==> config.mk <==
export PLATFORM = sky130hd
export DESIGN_NAME = in_order_sequence_reorder_core
export DESIGN_NICKNAME = d
export VERILOG_FILES = /design/src/hw/rtl/isr_pkg.sv /design/src/hw/rtl/isr_alu.sv /design/src/hw/rtl/isr_slots.sv /design/src/hw/rtl/in_order_sequence_reorder_core.sv
export SDC_FILE = /design/constraint.sdc
export NUM_CORES = 1
export LEC_CHECK = 0
export CORE_UTILIZATION = 30
export DETAILED_ROUTE_END_ITERATION = 7
export DONT_BUFFER_PORTS = 1
export GPL_TIMING_DRIVEN = 0
export SLEW_MARGIN = 20
export SYNTH_ARGS = -nofsm -noshare
export SYNTH_HDL_FRONTEND = slang
export SYNTH_SLANG_ARGS = --single-unit
==> constraint.sdc <==
create_clock -name clock -period 12.48 [get_ports clock]
set_clock_uncertainty 0.1 [all_clocks]
set_input_delay 1.248 -clock clock [delete_from_list [all_inputs] [get_ports clock]]
set_output_delay 1.248 -clock clock [all_outputs]
set_load 0.01 [all_outputs]
==> src/hw/rtl/isr_pkg.sv <==
// Shared types and constants for the in-order sequence reorder core.
`timescale 1ns / 1ps
`default_nettype none

package isr_pkg;

   // Fixed field widths of the packet channels.
   localparam int SEQ_W = 32;
   localparam int DATA_W = 64;

   // Parameter defaults.
   localparam int WINDOW_DEF = 16;
   localparam int PAYLOAD_BITS_DEF = 64;

   // First sequence number expected after reset.
   localparam logic [SEQ_W-1:0] SEQ_START = 32'd1;

   // Result status codes.
   localparam logic STATUS_IN_ORDER = 1'b0;
   localparam logic STATUS_OVERFLOW = 1'b1;

   // Operations of the shared sequence adder.
   typedef enum logic {
      ALU_SUB = 1'b0,
      ALU_INC = 1'b1
   } alu_op_type;

   // Classification of a sequence distance.
   typedef struct packed {
      logic is_zero;
      logic in_window;
      logic in_half;
   } seq_cls_type;

   // Control from the sequencer to the slot store.
   typedef struct packed {
      logic wr_en;
      logic adv;
   } slot_ctl_type;

   // Sequencer states, one-hot.
   typedef enum logic [4:0] {
      S_IDLE  = 5'b00001,
      S_CALC  = 5'b00010,
      S_FIRST = 5'b00100,
      S_OVF   = 5'b01000,
      S_DRAIN = 5'b10000
   } state_type;

endpackage

`default_nettype wire

==> src/hw/rtl/isr_alu.sv <==
// Shared 32-bit sequence adder: distance to the expected number, or increment.
`timescale 1ns / 1ps
`default_nettype none

module isr_alu
   import isr_pkg::*;
#(
   parameter int WINDOW = WINDOW_DEF
) (
   input  wire alu_op_type       op,
   input  wire logic [SEQ_W-1:0] seq,
   input  wire logic [SEQ_W-1:0] expected,
   output logic [SEQ_W-1:0]      sum,
   output seq_cls_type           cls
);

   logic [SEQ_W-1:0] opa;
   logic [SEQ_W-1:0] opb;

   // One adder with carry-in set: seq + ~expected + 1, or expected + 0 + 1.
   always_comb begin
      case (op)
         ALU_SUB: begin
            opa = seq;
            opb = ~expected;
         end
         ALU_INC: begin
            opa = expected;
            opb = '0;
         end
         default: begin
            opa = seq;
            opb = ~expected;
         end
      endcase
      sum = opa + opb + SEQ_W'(1);
   end

   assign cls.is_zero = (sum == '0);
   assign cls.in_window = (sum < SEQ_W'(WINDOW));
   assign cls.in_half = ~sum[SEQ_W-1];

endmodule

`default_nettype wire

==> src/hw/rtl/isr_slots.sv <==
// Window slot store: valid bits, payload memory and the head pointer.
`timescale 1ns / 1ps
`default_nettype none

module isr_slots
   import isr_pkg::*;
#(
   parameter int WINDOW = WINDOW_DEF,
   parameter int PAYLOAD_BITS = PAYLOAD_BITS_DEF,
   localparam int IDX_W = $clog2(WINDOW)
) (
   input  wire logic                    clock,
   input  wire logic                    reset,
   input  wire slot_ctl_type            ctl,
   input  wire logic [IDX_W-1:0]        wr_off,
   input  wire logic [PAYLOAD_BITS-1:0] wr_data,
   output logic                         next_valid,
   output logic [PAYLOAD_BITS-1:0]      rd_data
);

   logic [WINDOW-1:0]       valid_ff;
   logic [WINDOW-1:0]       valid_in;
   logic [IDX_W-1:0]        head_ff;
   logic [IDX_W-1:0]        head_in;
   logic [IDX_W-1:0]        head_plus1;
   logic [IDX_W:0]          wr_sum;
   logic [IDX_W-1:0]        wr_idx;
   logic                    wr_take;
   logic [PAYLOAD_BITS-1:0] mem_ff [WINDOW];
   logic [PAYLOAD_BITS-1:0] rd_data_ff;

   // Offset is below WINDOW, so one conditional subtract wraps the index.
   always_comb begin
      wr_sum = {1'b0, head_ff} + {1'b0, wr_off};
      if (wr_sum >= (IDX_W+1)'(WINDOW)) begin
         wr_sum = wr_sum - (IDX_W+1)'(WINDOW);
      end
      wr_idx = wr_sum[IDX_W-1:0];
      if (head_ff == IDX_W'(WINDOW - 1)) begin
         head_plus1 = '0;
      end else begin
         head_plus1 = head_ff + IDX_W'(1);
      end
   end

   // A duplicate of a parked packet leaves the first copy in place.
   assign wr_take = ctl.wr_en & ~valid_ff[wr_idx];

   always_comb begin
      valid_in = valid_ff;
      head_in = head_ff;
      if (wr_take) begin
         valid_in[wr_idx] = 1'b1;
      end
      if (ctl.adv) begin
         valid_in[head_ff] = 1'b0;
         head_in = head_plus1;
      end
   end

   always_ff @(posedge clock) begin
      if (reset) begin
         valid_ff <= '0;
         head_ff <= '0;
      end else begin
         valid_ff <= valid_in;
         head_ff <= head_in;
      end
   end

   always_ff @(posedge clock) begin
      if (wr_take) begin
         mem_ff[wr_idx] <= wr_data;
      end
   end

   // The slot after the head is fetched as the head steps onto it.
   always_ff @(posedge clock) begin
      if (ctl.adv) begin
         rd_data_ff <= mem_ff[head_plus1];
      end
   end

   assign next_valid = valid_ff[head_plus1];
   assign rd_data = rd_data_ff;

   // A parked packet is always ahead of the head slot.
   a_no_write_at_head: assert property (@(posedge clock) disable iff (reset)
      ctl.wr_en |-> (wr_idx != head_ff))
      else $error("slot write aimed at the head slot");

   // Stepping the head always frees the slot it leaves.
   a_adv_clears: assert property (@(posedge clock) disable iff (reset)
      ctl.adv |=> !valid_ff[$past(head_ff)])
      else $error("head slot still valid after advance");

endmodule

`default_nettype wire

==> src/hw/rtl/in_order_sequence_reorder_core.sv <==
// Top level of the in-order sequence reorder core: sequencer and result register.
`timescale 1ns / 1ps
`default_nettype none

// Channel   Direction  Handshake            Payload
// req_      in         req_valid/req_stall  req_seq_num[31:0], req_payload[63:0]
// rsp_      out        rsp_valid/rsp_stall  rsp_status, rsp_out_seq[31:0],
//                                           rsp_out_payload[63:0], rsp_last
//
// A beat on req_ is classified by the shared 32-bit adder, which computes the
// distance to the expected number; a parked or dropped beat then frees the block.
// An overflow beat loads its single result once the output register is free.
// An in-order beat gives its own result after classification, and each buffered
// beat that continues the run follows the previous one while the output register
// is free; the same adder steps the expected number once per delivered result.
// Results leave through a single output register; while it is full and rsp_stall
// is high the sequencer waits on it and req_stall stays high.
// Synchronous reset sets the expected number to 1 and clears all slot valid
// bits at once; no clearing pass is needed.

module in_order_sequence_reorder_core
   import isr_pkg::*;
#(
   parameter int WINDOW = WINDOW_DEF,
   parameter int PAYLOAD_BITS = PAYLOAD_BITS_DEF
) (
   input  wire logic              clock,
   input  wire logic              reset,

   input  wire logic              req_valid,
   output logic                   req_stall,
   input  wire logic [SEQ_W-1:0]  req_seq_num,
   input  wire logic [DATA_W-1:0] req_payload,

   output logic                   rsp_valid,
   input  wire logic              rsp_stall,
   output logic                   rsp_status,
   output logic [SEQ_W-1:0]       rsp_out_seq,
   output logic [DATA_W-1:0]      rsp_out_payload,
   output logic                   rsp_last
);

   localparam int IDX_W = $clog2(WINDOW);

   state_type               state_ff;
   state_type               state_in;
   logic [SEQ_W-1:0]        expected_ff;
   logic [SEQ_W-1:0]        expected_in;

   // Captured request beat.
   logic [SEQ_W-1:0]        seq_ff;
   logic [PAYLOAD_BITS-1:0] pay_ff;

   // Output register.
   logic                    rsp_valid_ff;
   logic                    rsp_valid_in;
   logic                    rsp_status_ff;
   logic                    rsp_status_in;
   logic [SEQ_W-1:0]        rsp_seq_ff;
   logic [SEQ_W-1:0]        rsp_seq_in;
   logic [PAYLOAD_BITS-1:0] rsp_pay_ff;
   logic [PAYLOAD_BITS-1:0] rsp_pay_in;
   logic                    rsp_last_ff;
   logic                    rsp_last_in;

   logic                    req_take;
   logic                    out_free;
   logic                    load_out;
   alu_op_type              alu_op;
   logic [SEQ_W-1:0]        alu_sum;
   seq_cls_type             cls;
   slot_ctl_type            slot_ctl;
   logic                    next_valid;
   logic [PAYLOAD_BITS-1:0] slot_data;

   isr_alu #(
      .WINDOW (WINDOW)
   ) u_alu (
      .op       (alu_op),
      .seq      (seq_ff),
      .expected (expected_ff),
      .sum      (alu_sum),
      .cls      (cls)
   );

   isr_slots #(
      .WINDOW       (WINDOW),
      .PAYLOAD_BITS (PAYLOAD_BITS)
   ) u_slots (
      .clock      (clock),
      .reset      (reset),
      .ctl        (slot_ctl),
      .wr_off     (alu_sum[IDX_W-1:0]),
      .wr_data    (pay_ff),
      .next_valid (next_valid),
      .rd_data    (slot_data)
   );

   assign req_stall = (state_ff != S_IDLE);
   assign req_take = req_valid & ~req_stall;

   // The output register can take a new result when empty or being drained.
   assign out_free = ~rsp_valid_ff | ~rsp_stall;

   // Sequencer. In the delivery states the adder steps the expected number,
   // and the run ends when the slot after the head holds nothing.
   always_comb begin
      state_in = state_ff;
      expected_in = expected_ff;
      alu_op = ALU_SUB;
      slot_ctl = '0;
      load_out = 1'b0;
      rsp_status_in = STATUS_IN_ORDER;
      rsp_seq_in = seq_ff;
      rsp_pay_in = pay_ff;
      rsp_last_in = 1'b1;
      case (state_ff)
         S_IDLE: begin
            if (req_valid) begin
               state_in = S_CALC;
            end
         end
         S_CALC: begin
            alu_op = ALU_SUB;
            if (cls.is_zero) begin
               state_in = S_FIRST;
            end else if (cls.in_window) begin
               slot_ctl.wr_en = 1'b1;
               state_in = S_IDLE;
            end else if (cls.in_half) begin
               state_in = S_OVF;
            end else begin
               // Stale or duplicate of a delivered number: dropped.
               state_in = S_IDLE;
            end
         end
         S_FIRST: begin
            alu_op = ALU_INC;
            if (out_free) begin
               load_out = 1'b1;
               rsp_last_in = ~next_valid;
               slot_ctl.adv = 1'b1;
               expected_in = alu_sum;
               state_in = next_valid ? S_DRAIN : S_IDLE;
            end
         end
         S_OVF: begin
            if (out_free) begin
               load_out = 1'b1;
               rsp_status_in = STATUS_OVERFLOW;
               state_in = S_IDLE;
            end
         end
         S_DRAIN: begin
            alu_op = ALU_INC;
            rsp_seq_in = expected_ff;
            rsp_pay_in = slot_data;
            if (out_free) begin
               load_out = 1'b1;
               rsp_last_in = ~next_valid;
               slot_ctl.adv = 1'b1;
               expected_in = alu_sum;
               state_in = next_valid ? S_DRAIN : S_IDLE;
            end
         end
         default: begin
            state_in = S_IDLE;
         end
      endcase
   end

   always_comb begin
      if (load_out) begin
         rsp_valid_in = 1'b1;
      end else if (~rsp_stall) begin
         rsp_valid_in = 1'b0;
      end else begin
         rsp_valid_in = rsp_valid_ff;
      end
   end

   always_ff @(posedge clock) begin
      if (reset) begin
         state_ff <= S_IDLE;
         expected_ff <= SEQ_START;
         rsp_valid_ff <= 1'b0;
      end else begin
         state_ff <= state_in;
         expected_ff <= expected_in;
         rsp_valid_ff <= rsp_valid_in;
      end
   end

   always_ff @(posedge clock) begin
      if (req_take) begin
         seq_ff <= req_seq_num;
         pay_ff <= req_payload[PAYLOAD_BITS-1:0];
      end
      if (load_out) begin
         rsp_status_ff <= rsp_status_in;
         rsp_seq_ff <= rsp_seq_in;
         rsp_pay_ff <= rsp_pay_in;
         rsp_last_ff <= rsp_last_in;
      end
   end

   assign rsp_valid = rsp_valid_ff;
   assign rsp_status = rsp_status_ff;
   assign rsp_out_seq = rsp_seq_ff;
   assign rsp_out_payload = DATA_W'(rsp_pay_ff);
   assign rsp_last = rsp_last_ff;

   // An accepted beat is classified in the very next cycle.
   a_take_to_calc: assert property (@(posedge clock) disable iff (reset)
      req_take |=> (state_ff == S_CALC))
      else $error("accepted beat not classified next cycle");

   // The expected number moves by exactly one per delivered result.
   a_expected_step: assert property (@(posedge clock) disable iff (reset)
      slot_ctl.adv |=> (expected_ff == $past(expected_ff) + SEQ_W'(1)))
      else $error("expected number did not step by one");

   // An overflow result is always the only, and thus last, result of its beat.
   a_ovf_last: assert property (@(posedge clock) disable iff (reset)
      (rsp_valid_ff && (rsp_status_ff == STATUS_OVERFLOW)) |-> rsp_last_ff)
      else $error("overflow result without last");

endmodule

`default_nettype wire
==> flow_summary.toml <==
[clock_network]
cts_setup_buffers = 0
tritoncts = "done"
tritoncts.num_buffers = 141
cts_htree_levels = 4
path_clk_slew_ns = 0.06
cts_max_path_buffers = 3
clk-insertion-delay-late_ns = 0.79
cts-resized-gates = 0
ctsHoldBuffers = 0
cts.sinks = 1340
clockRootBuffer = "clkbuf_16"

[drt]
wl_per_cell_microns = 25.3
wl_microns = 136000
first_iter_violations = 2755
vias = 26642
first_pass_iters = 5
post-route-drc-count = 0
ant_nets = 0
via_per_inst = 4.97

[sta]
min_period_ns = 8.59
hold_viol = 0
fin_crit_sh_pct = 68.8
slew_headroom_pct = 17.2
max_slew.worst_pin.slew_ns = 1.22
fin_setup_tns_ns = 0
fmax_mhz = 116
rsz0062_at_grt = "false"
finalMaxSlewViolations = 0
setup_viol = 0

[place]
hpwl_microns = 94100
globalplace.congestion = 0.855
placed_area_sq_um = 57900
dp_cells = 5105
port_buffers = 0

[global_routing]
grt_pass1_wl_microns = 197000
grt_max_degree = 58
grtUsageTotal_pct = 15.1
globalRouteOverflowTotal = 0
grt_pass1_vias = 27265
antenna_found_initial = 20

[yosys]
synth_cell_types = 76
seq_area_frac_synth_pct = 74.8
synth_top_area_share_pct = 72.6
synth_commonest_cells = "1,282 x edfxtp_1, 323 x mux4_2, 128 x mux2_2, 100 x nand2_1, 95 x nor2_1"
syn_nets = 2733
synth-seq-cells = 1340
yosysMostFrequentCell = "edfxtp_1"
yosys_warnings = 0
ys_async_sr_fraction_pct = 0
synth_edf_count = 1282
synthCells = 2593
synth.area.top_cells = "edfxtp_1 73%, mux4_2 14%, mux2_2 2.7%"
netlist_area_sq_um = 53000
avgSynthCellArea_sq_um = 20.4
yosysTopAreaCell = "edfxtp_1"
synth-main-ff-cell = "edfxtp_1"

[power]
peakVddDrop_v = 0.000171
combinationalPowerShare_pct = 2.1
power.total_w = 0.00931
leakage_nw = 19.8
switching_share_pct = 21.7
p_sw_w = 0.00202
p_per_area_nw_per_um2 = 149
p_int_w = 0.00729
clkPwrFrac_pct = 43.9
seqPwrFrac_pct = 54.0

[floorplanning]
die_h_microns = 422
die-area_sq_um = 178000
start_util_pct = 30.4
die_w_microns = 422
num_rows = 153
core_sq_um = 175000
ios = 200

[final_layout]
multi_input_area_sq_um = 12900
fin_cells = 5359
nFillCells = 16013
drive_above_1_share_pct = 30.1
design_area_sq_um = 62400
ff_latch_area_sq_um = 39700
syn2layout_area_growth_pct = 17.7
num-nets-final = 3063
fin_util_pct = 35.7

[min_path]
min_path_type = "reg2reg"

[outcome]
outcome = "finished clean"

[worst_setup_path]
cp-end-kind = "register"
required_ns = 12.89
cp-start-kind = "register"
max_stage_delay_ns = 0.69
critPathKind = "reg2reg"
slowest_stage = "nor3_2"
critPathMaxFanout = 10
critical_path_buf_inv_count = 10
crit_arrival_ns = 9.00
crit_family = "buffers and inverters"
path_cells = "clkbuf_1 > xnor2_1 > nor4_1 > clkbuf_1 > clkbuf_1 > buf_1 > nor2_1 > ha_1 > a21oi_1 > o21ai_1 > a22oi_1 > nand3_1 > xor2_1 > nor4b_1 > and4_1 > nand4b_2 > buf_2 > nor3_2 > buf_4 > buf_6 > buf_4 > buf_6 > buf_6"

[flow_run]
max_cap_violations = 0
==> placed cells by master (no fill, tap or decap), types with 43 or more instances in the layout <==
cell type     n
edfxtp_1   1282
buf_6        47
clkbuf_16   141
o21ai_0      43
nand2_1     100
nor2_1       93
buf_4       126
mux2_2      128
a21oi_1      89
mux4_2      323
clkbuf_1    112
dfxtp_1      58
==> logic make-up (layout without fill, tap and decap cells) <==
kind of cell	count (synthesis)	after routing	share of synthesized area [%]
multiplexers	463	463	16.7
flip-flops	1340	1340	74.8
XOR/XNOR	24	24	0.397
adder cells (fa/ha/maj)	40	40	0.973
other	0	4	0
AO/OA/AOI/OAI	233	233	2.75
buffers and inverters	146	583	1.07
AND/OR/NAND/NOR	347	347	3.33
==> power by group through the flow <==
stage                     Clock [W]  Combinational [W]  Sequential [W]
final                       0.00409           0.000196         0.00503
after global placement            0           0.000190         0.00513
after floorplan                   0           0.000132         0.00510
after global routing        0.00434           0.000215         0.00504
after detailed placement          0           0.000195         0.00513
after CTS                   0.00417           0.000196         0.00503
==> state kept, by name, summed over array words and instances, names as in the netlist <==
signal,flops
u_slots.mem_ff,1024
pay_ff,64
rsp_out_payload,64
u_slots.rd_data,64
expected_ff,32
rsp_out_seq,32
seq_ff,32
u_slots.valid_ff,16
state_ff,5
u_slots.head_ff,4
rsp_last,1
rsp_status,1
rsp_valid,1
==> per-stage QoR <==
| stage | hold slack (ns) | setup WS [ns] |
|---|---|---|
| 2_1_floorplan | 0.352 | 1.43 |
| 3_3_place_gp | 0.376 | -9.62 |
| 3_5_place_dp | 0.377 | 3.91 |
| 4_1_cts | 0.378 | 3.94 |
| 5_1_grt | 0.395 | 3.62 |
| 6_report | 0.384 | 3.89 |
==> worst reg2reg max path, cell delays in order, from the launching register on <==
cell and delay [ns]:
dfxtp_1 0.30, clkbuf_1 0.29, xnor2_1 0.13, nor4_1 0.25, clkbuf_1 0.61, clkbuf_1 0.61, buf_1 0.64, nor2_1 0.10
ha_1 0.39, a21oi_1 0.26, o21ai_1 0.16, a22oi_1 0.51, nand3_1 0.20, xor2_1 0.24, nor4b_1 0.59, and4_1 0.36
nand4b_2 0.48, buf_2 0.42, nor3_2 0.69, buf_4 0.33, buf_6 0.17, buf_4 0.21, buf_6 0.17, buf_6 0.16
==> final timing paths <==
check | start | cells after the start | endpoint | slack, ns
min reg2reg | expected_ff[21]$_SDFFE_PP0P_ | 2 | expected_ff[21]$_SDFFE_PP0P_ | 0.38
max | state_ff[4]$_SDFFE_PP0P_ | 23 | u_slots.mem_ff[2][37]$_DFFE_PP_ | 3.89
min | expected_ff[21]$_SDFFE_PP0P_ | 2 | expected_ff[21]$_SDFFE_PP0P_ | 0.38
max reg2reg | state_ff[4]$_SDFFE_PP0P_ | 23 | u_slots.mem_ff[2][37]$_DFFE_PP_ | 3.89
==> layout make-up <==
cell class              count  area share (%)
diodes                      4          0.0160
plain buffers             127           0.842
clock buffers             179            5.91
clock inverters            71            1.31
inverters                  19           0.126
multi-input cells        1107            20.7
flip-flops and latches   1340            63.5
well taps                2325            4.66
repair buffers            187            2.88
==> metal layers <==
| layer | track usage, % | vias to the layer above | routed length (microns) |
|---|---|---|---|
| met4 | 4.00 | 6 | 2920 |
| li1 | - | 11403 | - |
| met3 | 3.02 | 194 | 8290 |
| met1 | 20.3 | 14156 | 57800 |
| met2 | 25.0 | 883 | 66700 |
| met5 | 0 | - | 34 |
No activity file was read; power rests on OpenSTA's default activity.
